===== src/rtl/r565y420_pkg.sv =====
// constants, types and value functions shared by the rgb565 pair to yuv420 converter
// no dependencies; used by the channel interfaces, the top level and its checker
`default_nettype none

package r565y420_pkg;

  // payload widths
  localparam int unsigned PIXEL_W = 16;
  localparam int unsigned CHAN_W  = 8;
  localparam int unsigned COMP_W  = 5;

  // luma index: ((794*b + 2086*r) >> 9) + green8 with low bits cleared, at most 426
  localparam int unsigned LUMA_IDX_W     = 9;
  localparam int unsigned LUMA_MIX_W     = 17;
  localparam int unsigned LUMA_MIX_SHIFT = 9;
  localparam int unsigned LUMA_RED_GAIN  = 2086;
  localparam int unsigned LUMA_BLUE_GAIN = 794;
  localparam int unsigned LUMA_LO        = 16;
  localparam int unsigned LUMA_HI        = 235;

  // chroma index arithmetic
  localparam int unsigned CHROMA_W       = 30;
  localparam int unsigned CHROMA_SHIFT   = 18;
  localparam int unsigned CHROMA_G_SHIFT = 16;
  localparam int          CB_CROSS_GAIN  = 33383;
  localparam int          CR_CROSS_GAIN  = 12698;
  localparam int unsigned DIFF_IDX_W     = 10;
  localparam int          DIFF_OFFSET    = 384;
  localparam int unsigned DIFF_MAX       = 255;

  // luma curve: floor(i * LUMA_NUM / LUMA_DEN + 16.5) as a fixed-point product.
  // the exact value never lies within 1/(2*798125409) of an integer, and the
  // truncated gain errs by less than 426 / 2^40, so the floor is exact
  localparam logic [127:0] LUMA_NUM  = 128'd3220728000;
  localparam logic [127:0] LUMA_DEN  = 128'd6385003272;
  localparam int unsigned  LUMA_FRAC = 40;
  localparam int unsigned  LUMA_PROD_W = LUMA_IDX_W + LUMA_FRAC + 1;
  localparam logic [LUMA_FRAC-1:0] LUMA_GAIN =
    LUMA_FRAC'((LUMA_NUM << LUMA_FRAC) / LUMA_DEN);
  localparam logic [LUMA_PROD_W-1:0] LUMA_BIAS = LUMA_PROD_W'(33) << (LUMA_FRAC - 1);

  // chroma curves: floor(j * num / 5485398 + 128.5), limited to 0..255.
  // the exact value never lies within 1/5485398 of an integer, and the
  // gain error stays below 384 / 2^34
  localparam logic [127:0] DIFF_DEN  = 128'd5485398;
  localparam logic [127:0] CB_NUM    = 128'd1596000;
  localparam logic [127:0] CR_NUM    = 128'd2018000;
  localparam int unsigned  DIFF_FRAC = 34;
  localparam int unsigned  DIFF_PROD_W = DIFF_IDX_W + DIFF_FRAC + 2;
  localparam int unsigned  DIFF_WHOLE_W = DIFF_PROD_W - DIFF_FRAC;
  localparam logic [DIFF_FRAC-1:0] CB_GAIN =
    DIFF_FRAC'((CB_NUM << DIFF_FRAC) / DIFF_DEN);
  localparam logic [DIFF_FRAC-1:0] CR_GAIN =
    DIFF_FRAC'((CR_NUM << DIFF_FRAC) / DIFF_DEN);
  localparam logic signed [DIFF_PROD_W-1:0] DIFF_BIAS =
    DIFF_PROD_W'(257) <<< (DIFF_FRAC - 1);

  typedef logic [CHAN_W-1:0]            chan_t;
  typedef logic [LUMA_IDX_W-1:0]        luma_idx_t;
  typedef logic signed [DIFF_IDX_W-1:0] diff_idx_t;

  // luma table entry for one index
  function automatic chan_t luma_value(input luma_idx_t idx);
    logic [LUMA_PROD_W-1:0]         prod;
    logic [LUMA_PROD_W-LUMA_FRAC-1:0] whole;
    prod  = LUMA_PROD_W'(idx) * LUMA_PROD_W'(LUMA_GAIN) + LUMA_BIAS;
    whole = prod[LUMA_PROD_W-1:LUMA_FRAC];
    if (whole > (LUMA_PROD_W-LUMA_FRAC)'(LUMA_HI)) begin
      return CHAN_W'(LUMA_HI);
    end
    return whole[CHAN_W-1:0];
  endfunction

  // chroma table entry for one signed index, gain selects cb or cr
  function automatic chan_t diff_value(input diff_idx_t idx, input logic [DIFF_FRAC-1:0] gain);
    logic signed [DIFF_PROD_W-1:0]  ix;
    logic signed [DIFF_PROD_W-1:0]  gx;
    logic signed [DIFF_PROD_W-1:0]  prod;
    logic signed [DIFF_WHOLE_W-1:0] whole;
    ix    = DIFF_PROD_W'(idx);
    gx    = $signed({{(DIFF_PROD_W-DIFF_FRAC){1'b0}}, gain});
    prod  = ix * gx + DIFF_BIAS;
    whole = DIFF_WHOLE_W'(prod >>> DIFF_FRAC);
    if (whole < 0) begin
      return '0;
    end
    if (whole > $signed(DIFF_WHOLE_W'(DIFF_MAX))) begin
      return CHAN_W'(DIFF_MAX);
    end
    return whole[CHAN_W-1:0];
  endfunction

endpackage

`default_nettype wire


===== src/rtl/r565y420_pair_if.sv =====
// input channel: a pair of rgb565 pixels and the even row flag
// depends on r565y420_pkg for payload widths
`default_nettype none

interface r565y420_pair_if;
  logic                                valid;
  logic                                ready;
  logic [r565y420_pkg::PIXEL_W-1:0]    pixel_first;
  logic [r565y420_pkg::PIXEL_W-1:0]    pixel_second;
  logic                                even_row;

  modport source (output valid, output pixel_first, output pixel_second, output even_row,
                  input ready);
  modport sink   (input valid, input pixel_first, input pixel_second, input even_row,
                  output ready);
endinterface

`default_nettype wire


===== src/rtl/r565y420_yuv_if.sv =====
// result channel: two luma values, one shared cb/cr pair and the keep flag
// depends on r565y420_pkg for payload widths
`default_nettype none

interface r565y420_yuv_if;
  logic                    valid;
  logic                    ready;
  r565y420_pkg::chan_t     luma_first;
  logic [7:0]              luma_second;
  r565y420_pkg::chan_t     chroma_blue;
  r565y420_pkg::chan_t     chroma_red;
  logic                    chroma_keep;

  modport source (output valid, output luma_first, output luma_second, output chroma_blue,
                  output chroma_red, output chroma_keep, input ready);
  modport sink   (input valid, input luma_first, input luma_second, input chroma_blue,
                  input chroma_red, input chroma_keep, output ready);
endinterface

`default_nettype wire


===== src/rtl/rgb565_pair_to_yuv420.sv =====
// rgb565 pixel pair to yuv 4:2:0 converter, two-stage pipeline
// depends on r565y420_pkg, r565y420_pair_if and r565y420_yuv_if
//
//   channel   dir  handshake        payload
//   in_pair   in   valid / ready    pixel_first, pixel_second, even_row
//   out_yuv   out  valid / ready    luma_first, luma_second, chroma_blue, chroma_red,
//                                   chroma_keep
//
// one request per clock while the output register is not stalled
// stage one registers the table indices, stage two registers the looked-up values
// the curve products (luma and chroma gains) set the stage two path
// a stalled result holds in the output register while an empty stage one still takes a request
// synchronous active-low reset empties both stages; ready is low during reset
`default_nettype none

module rgb565_pair_to_yuv420 #(
  parameter int unsigned LUMA_ROM_DEPTH = 575
) (
  input  wire                   clk,
  input  wire                   rst_n,
  r565y420_pair_if.sink         in_pair,
  r565y420_yuv_if.source        out_yuv
);

  localparam int unsigned IW = r565y420_pkg::LUMA_IDX_W;
  localparam int unsigned CW = r565y420_pkg::CHROMA_W;
  localparam int unsigned QW = CW - r565y420_pkg::CHROMA_SHIFT;

  // luma index of one pixel, saturated to the last table entry
  function automatic r565y420_pkg::luma_idx_t luma_index(
    input logic [r565y420_pkg::PIXEL_W-1:0] px
  );
    logic [r565y420_pkg::LUMA_MIX_W-1:0] mix;
    logic [IW-1:0]                       raw;
    mix = r565y420_pkg::LUMA_MIX_W'(r565y420_pkg::LUMA_BLUE_GAIN) *
          r565y420_pkg::LUMA_MIX_W'(px[4:0]) +
          r565y420_pkg::LUMA_MIX_W'(r565y420_pkg::LUMA_RED_GAIN) *
          r565y420_pkg::LUMA_MIX_W'(px[15:11]);
    raw = IW'(mix >> r565y420_pkg::LUMA_MIX_SHIFT) + IW'({px[10:5], 2'b00});
    if (int'(raw) > int'(LUMA_ROM_DEPTH) - 1) begin
      raw = IW'(LUMA_ROM_DEPTH - 1);
    end
    return raw;
  endfunction

  // clamp a shifted chroma sum into the table's signed index range
  function automatic r565y420_pkg::diff_idx_t diff_sat(input logic signed [QW-1:0] q);
    if (q < -QW'(r565y420_pkg::DIFF_OFFSET)) begin
      return -r565y420_pkg::DIFF_IDX_W'(r565y420_pkg::DIFF_OFFSET);
    end
    if (q > QW'(r565y420_pkg::DIFF_OFFSET - 1)) begin
      return r565y420_pkg::DIFF_IDX_W'(r565y420_pkg::DIFF_OFFSET - 1);
    end
    return r565y420_pkg::DIFF_IDX_W'(q);
  endfunction

  // pair channel sums, scaled by 16
  logic [r565y420_pkg::COMP_W:0] red_sum, green_sum, blue_sum;
  logic signed [CW-1:0]          red_s, green_s, blue_s, cross_s;
  logic signed [CW-1:0]          cb_num, cr_num;
  logic signed [QW-1:0]          cb_q, cr_q;

  always_comb begin
    red_sum   = (r565y420_pkg::COMP_W+1)'(in_pair.pixel_first[15:11]) +
                (r565y420_pkg::COMP_W+1)'(in_pair.pixel_second[15:11]);
    green_sum = (r565y420_pkg::COMP_W+1)'(in_pair.pixel_first[10:6]) +
                (r565y420_pkg::COMP_W+1)'(in_pair.pixel_second[10:6]);
    blue_sum  = (r565y420_pkg::COMP_W+1)'(in_pair.pixel_first[4:0]) +
                (r565y420_pkg::COMP_W+1)'(in_pair.pixel_second[4:0]);
    red_s     = CW'($signed({1'b0, red_sum, 4'b0000}));
    green_s   = CW'($signed({1'b0, green_sum, 4'b0000}));
    blue_s    = CW'($signed({1'b0, blue_sum, 4'b0000}));
    cross_s   = red_s - blue_s;
    cb_num    = ((blue_s - green_s) <<< r565y420_pkg::CHROMA_G_SHIFT) -
                CW'(r565y420_pkg::CB_CROSS_GAIN) * cross_s;
    cr_num    = ((red_s - green_s) <<< r565y420_pkg::CHROMA_G_SHIFT) +
                CW'(r565y420_pkg::CR_CROSS_GAIN) * cross_s;
    cb_q      = QW'(cb_num >>> r565y420_pkg::CHROMA_SHIFT);
    cr_q      = QW'(cr_num >>> r565y420_pkg::CHROMA_SHIFT);
  end

  // pipeline handshake
  logic s1_valid_r, s1_valid_nxt;
  logic out_valid_r, out_valid_nxt;
  logic s2_adv, in_take;

  assign s2_adv        = !out_valid_r || out_yuv.ready;
  assign in_pair.ready = rst_n && (!s1_valid_r || s2_adv);
  assign in_take       = in_pair.valid && in_pair.ready;

  always_comb begin
    s1_valid_nxt = s1_valid_r;
    if (in_take) begin
      s1_valid_nxt = 1'b1;
    end else if (s2_adv) begin
      s1_valid_nxt = 1'b0;
    end
    out_valid_nxt = out_valid_r;
    if (s2_adv) begin
      out_valid_nxt = s1_valid_r;
    end
  end

  always_ff @(posedge clk) begin
    if (!rst_n) begin
      s1_valid_r  <= 1'b0;
      out_valid_r <= 1'b0;
    end else begin
      s1_valid_r  <= s1_valid_nxt;
      out_valid_r <= out_valid_nxt;
    end
  end

  // stage one: table indices
  r565y420_pkg::luma_idx_t luma_idx_first_r, luma_idx_second_r;
  r565y420_pkg::diff_idx_t cb_idx_r, cr_idx_r;
  logic                    keep_s1_r;

  always_ff @(posedge clk) begin
    if (in_take) begin
      luma_idx_first_r  <= luma_index(in_pair.pixel_first);
      luma_idx_second_r <= luma_index(in_pair.pixel_second);
      cb_idx_r          <= diff_sat(cb_q);
      cr_idx_r          <= diff_sat(cr_q);
      keep_s1_r         <= in_pair.even_row;
    end
  end

  // stage two: curve values into the output register
  r565y420_pkg::chan_t luma_first_r, luma_second_r, chroma_blue_r, chroma_red_r;
  logic                chroma_keep_r;

  always_ff @(posedge clk) begin
    if (s2_adv && s1_valid_r) begin
      luma_first_r  <= r565y420_pkg::luma_value(luma_idx_first_r);
      luma_second_r <= r565y420_pkg::luma_value(luma_idx_second_r);
      chroma_blue_r <= r565y420_pkg::diff_value(cb_idx_r, r565y420_pkg::CB_GAIN);
      chroma_red_r  <= r565y420_pkg::diff_value(cr_idx_r, r565y420_pkg::CR_GAIN);
      chroma_keep_r <= keep_s1_r;
    end
  end

  assign out_yuv.valid       = out_valid_r;
  assign out_yuv.luma_first  = luma_first_r;
  assign out_yuv.luma_second = luma_second_r;
  assign out_yuv.chroma_blue = chroma_blue_r;
  assign out_yuv.chroma_red  = chroma_red_r;
  assign out_yuv.chroma_keep = chroma_keep_r;

endmodule

`default_nettype wire


===== src/flat_wrapper.sv =====
// flat-port wrapper written by rule: the top's interface ports become plain ports
module rgb565_pair_to_yuv420_flat 
#(
  parameter int unsigned LUMA_ROM_DEPTH = 575
)
  (clk, rst_n, in_pair_valid, in_pair_pixel_first, in_pair_pixel_second, in_pair_even_row, in_pair_ready, out_yuv_valid, out_yuv_luma_first, out_yuv_luma_second, out_yuv_chroma_blue, out_yuv_chroma_red, out_yuv_chroma_keep, out_yuv_ready);
  r565y420_pair_if in_pair_i ();
  r565y420_yuv_if out_yuv_i ();
  input  wire clk;
  input  wire rst_n;
  input wire logic [$bits(in_pair_i.valid)-1:0] in_pair_valid;
  input wire logic [$bits(in_pair_i.pixel_first)-1:0] in_pair_pixel_first;
  input wire logic [$bits(in_pair_i.pixel_second)-1:0] in_pair_pixel_second;
  input wire logic [$bits(in_pair_i.even_row)-1:0] in_pair_even_row;
  output wire logic [$bits(in_pair_i.ready)-1:0] in_pair_ready;
  output wire logic [$bits(out_yuv_i.valid)-1:0] out_yuv_valid;
  output wire logic [$bits(out_yuv_i.luma_first)-1:0] out_yuv_luma_first;
  output wire logic [$bits(out_yuv_i.luma_second)-1:0] out_yuv_luma_second;
  output wire logic [$bits(out_yuv_i.chroma_blue)-1:0] out_yuv_chroma_blue;
  output wire logic [$bits(out_yuv_i.chroma_red)-1:0] out_yuv_chroma_red;
  output wire logic [$bits(out_yuv_i.chroma_keep)-1:0] out_yuv_chroma_keep;
  input wire logic [$bits(out_yuv_i.ready)-1:0] out_yuv_ready;
  assign in_pair_i.valid = in_pair_valid;
  assign in_pair_i.pixel_first = in_pair_pixel_first;
  assign in_pair_i.pixel_second = in_pair_pixel_second;
  assign in_pair_i.even_row = in_pair_even_row;
  assign in_pair_ready = in_pair_i.ready;
  assign out_yuv_valid = out_yuv_i.valid;
  assign out_yuv_luma_first = out_yuv_i.luma_first;
  assign out_yuv_luma_second = out_yuv_i.luma_second;
  assign out_yuv_chroma_blue = out_yuv_i.chroma_blue;
  assign out_yuv_chroma_red = out_yuv_i.chroma_red;
  assign out_yuv_chroma_keep = out_yuv_i.chroma_keep;
  assign out_yuv_i.ready = out_yuv_ready;
  rgb565_pair_to_yuv420 #(.LUMA_ROM_DEPTH(LUMA_ROM_DEPTH)) u_core (.clk(clk), .rst_n(rst_n), .in_pair(in_pair_i), .out_yuv(out_yuv_i));
endmodule

===== config.mk =====
export PLATFORM = sky130hd
export DESIGN_NAME = rgb565_pair_to_yuv420_flat
export DESIGN_NICKNAME = d
export VERILOG_FILES = /design/src/rtl/r565y420_pkg.sv /design/src/rtl/r565y420_pair_if.sv /design/src/rtl/r565y420_yuv_if.sv /design/src/rtl/rgb565_pair_to_yuv420.sv /design/src/flat_wrapper.sv
export SDC_FILE = /design/constraint.sdc
export NUM_CORES = 1
export LEC_CHECK = 0
export ABC_AREA = 1
export BUFFER_PORTS_ARGS = -buffer_cell sky130_fd_sc_hd__buf_2
export CAP_MARGIN = 20
export CORE_MARGIN = 5
export CORE_UTILIZATION = 54
export CTS_CLUSTER_DIAMETER = 200
export DETAILED_ROUTE_END_ITERATION = 16
export PLACE_DENSITY = 0.68
export SLEW_MARGIN = 15
export SYNTH_ARGS = -nofsm -noshare
export SYNTH_HDL_FRONTEND = slang
export SYNTH_SLANG_ARGS = --single-unit

===== constraint.sdc =====
create_clock -name clk -period 13.9 [get_ports clk]
set_input_delay 2.085 -clock clk [delete_from_list [all_inputs] [get_ports clk]]
set_output_delay 2.085 -clock clk [all_outputs]
set_load 0.02 [all_outputs]

Word-level counts from Yosys, hierarchy flattened
Index checks and enable logic that the tools add are counted.

$add $sub $neg: 16. Multiply operators: 10. Divide/modulo/power cells: 0. Magnitude comparators: 10. Equality and inequality tests: 0. Shift-type cells: 0. Muxes and demuxes: 46. Bitwise operators: 0. Reduce and logical (&&, ||, !) cells: 8.

Operator list (number): $add 49x45->50 const B (2); $mul 9x40->49 const B (2); $mux 8 (12); $add 44x43->45 const B (2); $mux 10 (8); $mul 10x34->44 const B (1); $mul 10x32->42 const B (1); $add 15x17->17 (2); $sub 10x10->11 (3); $mul 11x5->16 const A (2); $add 30x30->30 (1); $mul 14x30->29 const A (1); $mul 17x30->30 const A (1); $sub 30x30->30 (1); $mul 9x5->14 const A (2); $mux 1 (26); $gt 12x10->1 const B (2); $gt 12x9->1 const B (2); $lt 12x1->1 const B (2); $lt 12x10->1 const B (2); $gt 10x8->1 const B (2); $add 5x5->6 (3); $add 8x8->9 (2); $logic_and 1x1->1 (3); other kinds (3) (5).

Flip-flop bits (word level): 74. Bits in latches: 0. RAM bits: 0. Memory bits (read-only): 0. Input bits: 37. Output and inout bits: 35. Logic and storage cells: 102. Memories kept: 0.

Logic depth before layout (Yosys ltp)
Depth in word-level cells: 11. Depth in mapped cells: 44. Depth with buffers taken out: 44.

Worst setup path before layout
OpenSTA, ideal clock, no wires.

Path type: input to register. From: in in_pair_pixel_second[2]. To: reg u_core.cr_idx_r[0] (data pin). Setup time: 0.269 ns. Arrival: 9.426 ns. Required time: 13.631 ns. Setup slack: 4.205 ns. Stages on the path: 38. Path buffers: 0. Cells stage by stage: ha_1 -> nand2_1 -> nor2_1 -> a211oi_1 -> xor2_1 -> ha_1 -> a21o_1 -> a31oi_1 -> xor2_1 -> inv_1 -> fa_1 -> inv_1 -> ha_1 -> inv_1 -> fa_1 -> inv_1 -> ha_1 -> ha_1 -> [... 2 more ...] -> o21ai_0 -> a21oi_1 -> o21ai_0 -> nand2_1 -> nand2_1 -> xor2_1 -> ha_1 -> inv_1 -> fa_1 -> o31ai_1 -> a21oi_1 -> o21bai_1 -> a21oi_1 -> o21bai_1 -> xnor2_1 -> nor3_1 -> nor2_1 -> a21oi_1.

Word-level cells in the longest chain between the ends: 10. Elaborated cells on any way between the ends: 14. Those cells by class: 3 x add/sub; 1 x mul; 2 x order compare; 8 x mux.

RTL lines: from (decl) (RTL line flat_wrapper.sv:13) `input wire logic [$bits(in_pair_i.pixel_second)-1:0] in_pair_pixel_second;`; $add 5x5->6 (*) (RTL line rgb565_pair_to_yuv420.sv:68) `blue_sum = (r565y420_pkg::COMP_W+1)'(in_pair.pixel_first[4:0]) +`; $sub 10x10->11 (*) (RTL line rgb565_pair_to_yuv420.sv:73) `cross_s = red_s - blue_s;`; $mul 14x30->29 (*) (RTL line rgb565_pair_to_yuv420.sv:77) `CW'(r565y420_pkg::CR_CROSS_GAIN) * cross_s;`; $add 30x30->30 (*) (RTL line rgb565_pair_to_yuv420.sv:76) `cr_num = ((red_s - green_s) <<< r565y420_pkg::CHROMA_G_SHIFT) +`; $gt 12x10->1 (RTL line rgb565_pair_to_yuv420.sv:51) `if (q > QW'(r565y420_pkg::DIFF_OFFSET - 1)) begin`; $mux 1 (2 in series) (RTL line rgb565_pair_to_yuv420.sv:51); $mux 1 (RTL line rgb565_pair_to_yuv420.sv:120) `if (in_take) begin`; $mux 10 (RTL line rgb565_pair_to_yuv420.sv:54) `return r565y420_pkg::DIFF_IDX_W'(q);`; $mux 10 (*) (RTL line rgb565_pair_to_yuv420.sv:51); to (signal assigned) (RTL line rgb565_pair_to_yuv420.sv:124) `cr_idx_r <= diff_sat(cr_q);`; to (decl) (RTL line rgb565_pair_to_yuv420.sv:116) `r565y420_pkg::diff_idx_t cb_idx_r, cr_idx_r;`.

Every way passes the cells marked *; elsewhere a longest branch is shown, timed or not. The select of a mux whose other input is x is not followed. A chain may end at the register's enable or synchronous reset.

Final worst setup path
From: in in_pair_pixel_second[2]. To: reg u_core.cr_idx_r[8] (data pin).

The elaborated chain is that of the path after synthesis.

==> metrics.txt <==
row cnt just under 90; slew margin rel. 36.96%; Main synth FF type edfxtp_1; simple logic cell fraction of the synthesized area 12.84%; Max Fclk 0.09512 GHz; DRC 0; Top cell by count, worst path ha_1; Hold Buf Count CTS 0; Synth Area in Adders ~56%; antenna viol nets, final 0; vias per inst 5.245; clk_lat worst skew 0.38 ns; GRT Util Overall 23.36%; gp weighted congestion 0.9229; Post-Route WL 71.74 mm; worst path arrival time between 10 and 15 ns; Worst EP required 14.00 ns; Hold Fails Final Rpt 0; xor/xnor share of the synthesized area approximately 3.4%; synthesized area 31,220 sq um; mux cell area share after synthesis 0%; critical path capture point type register; Starting Density a little over half; minimum clock period 10.51 ns; clk sinks 74; setup bufs post-CTS 0; PortBufs between 70 and 80; Clock Pin Slew Worst Setup and Hold Paths approximately 0.05 ns; routed length per instance ~15 um; share of cells above drive strength 1 3.012%; Die Area 62,730 sq um; clock root cell clkbuf_16; first-pass GRT wire length 121.0 mm; largest family of logic cells by synthesized area adder cells; synth-to-layout area growth 5.322%; vias in the first global route 24.89k; Post-CTS Resized 0; syn avg cell area 8.223 sq um; largest net degree at the start of global routing 40; Ys Warns 0; Iteration-0 DRC Markers 1,296; status finished clean; Post-synth EDFFs 72; Pins Over Slew Limit 0; maximum root-to-sink buffer count 2; CORE AREA 57,480 sq um; Die Width 250.5 um; CTS HTree Levels 3; crit path max fanout 6; #FFs+latches synth 74; worst slew pin tran 0.9456 ns; Synth Area in Compound Gates about 9.7%; Crit-path slowest cell fa_1; max incr delay on CP 0.74 ns; setup TNS 0 ns; num ports 72; fillers 5,493; Tcrit/Tclk final 75.63%; TritonCTS clock tree built; clock skew 0.01001 ns; syn_nets 5,024; RSZ-0062 raised after global routing false; ys async rst share 0%; Die Span Y 250.5 um; Crit Path Category in2reg; sequential cell area fraction in the yosys report just over 7%; synth unique cells 48; via count 24.40k; final setup fails 0; Setup crit start kind input pin; hold crit path type reg2reg; drt pass-1 iters 5; initial antenna violation count 5; grt ovf 0; dpl hpwl 64.55 mm; total clock buffers created by CTS 9; NumNets Final 5,108; Syn Inst Count 3,797; max cap viols 0
-- worst paths after layout --
| check | from | depth (start not counted) | to | slack [ns] |
|---|---|---|---|---|
| worst max-delay path | in_pair_pixel_second[2] | 40 | u_core.cr_idx_r[8] | 3.39 |
| worst min-delay path | u_core.keep_s1_r | 0 | u_core.out_yuv.chroma_keep | 0.42 |
| worst max register to register | u_core.cb_idx_r[5] | 29 | u_core.out_yuv.chroma_blue[2] | 7.37 |
| worst min register to register | u_core.keep_s1_r | 0 | u_core.out_yuv.chroma_keep | 0.42 |
-- cell families after synthesis --
family / count (synthesis)
AO/OA/AOI/OAI: 536
XOR/XNOR: 119
adder cells (fa/ha/maj): 1190
buffers and inverters: 902
flip-flops: 74
AND/OR/NAND/NOR: 976
-- Yosys cell counts, types with 6 or more instances --
master / count / share of area (%)
a211oi_1: 10 / 0.24
a21o_1: 27 / 0.65
a21oi_1: 268 / 4.3
a31oi_1: 35 / 0.70
edfxtp_1: 72 / 6.9
fa_1: 352 / 23
ha_1: 838 / 34
inv_1: 900 / 11
nand2_1: 520 / 6.3
nand3_1: 98 / 1.6
nand3b_1: 6 / 0.14
nand4_1: 21 / 0.42
nor2_1: 264 / 3.2
nor3_1: 27 / 0.43
nor4_1: 15 / 0.30
o211ai_1: 10 / 0.24
o21a_1: 12 / 0.29
o21ai_0: 126 / 2.0
o21bai_1: 14 / 0.34
o31ai_1: 8 / 0.19
or2_2: 12 / 0.24
xnor2_1: 44 / 1.2
xor2_1: 71 / 2.0
-- routing by layer --
metal,wire length (um),track usage (%),vias up
met5,38,0,-
met4,1262,4.553,6
met3,3603,3.644,69
met2,32710,38.95,469
met1,34130,32.57,11390
li1,-,-,12470
-- state kept, by name, summed over array words and instances, names as in the netlist, 8 cells and up --
signal,cells
u_core.out_yuv.luma_first,8
u_core.luma_idx_second_r,9
u_core.luma_idx_first_r,9
u_core.out_yuv.chroma_red,8
u_core.out_yuv.chroma_blue,8
u_core.cr_idx_r,10
u_core.cb_idx_r,10
u_core.out_yuv.luma_second,8
-- metrics by stage --
step / std cells / area [sq um] / worst slack, ns / utilization [%] / hold slack (ns)
floorplan: 3797 / 31220 / 4.205 / - / 0.4003
global placement: 4635 / 32570 / 3.240 / 56.67 / 0.4006
detailed placement: 4635 / 32570 / 3.064 / 56.67 / 0.4056
CTS: 4650 / 32880 / 3.442 / 57.20 / 0.4186
global route: 4652 / 32880 / 2.715 / 57.21 / 0.4376
finish: 4653 / 32880 / 3.387 / 57.21 / 0.4162
-- placed cells by master (no fill, tap or decap), types with 8 or more instances in the layout --
cell type	instances
a211oi_1	10
a21o_1	27
a21oi_1	267
a31oi_1	35
buf_2	71
clkbuf_16	9
edfxtp_1	72
fa_1	352
ha_1	838
inv_1	900
nand2_1	520
nand3_1	98
nand4_1	21
nor2_1	263
nor3_1	27
nor4_1	15
o211ai_1	10
o21a_1	12
o21ai_0	126
o21bai_1	14
o31ai_1	8
or2_2	12
xnor2_1	44
xor2_1	71
-- worst max-delay path, delay by kind of cell --
kind	cells	cell delay (ns)
fa+ha+maj	10	3.85
compound gates	14	2.56
simple gates	8	1.05
xor+xnor	3	0.62
buf+inv	5	0.42
-- area by class of cell --
class,count,area (sq um),share of cell area (%)
multi-input combinational,2821,25650,78.01
inverter,902,3386,10.30
sequential,74,2202,6.697
tap,765,957.2,2.911
timing repair buffer,73,370.4,1.126
clock buffer,9,225.2,0.6849
clock inverter,6,82.58,0.2511
antenna,3,7.507,0.02283
Power is left out: the tool's default activity adds up to more than one toggle a clock period on the data nets, which glitch-free logic cannot reach.
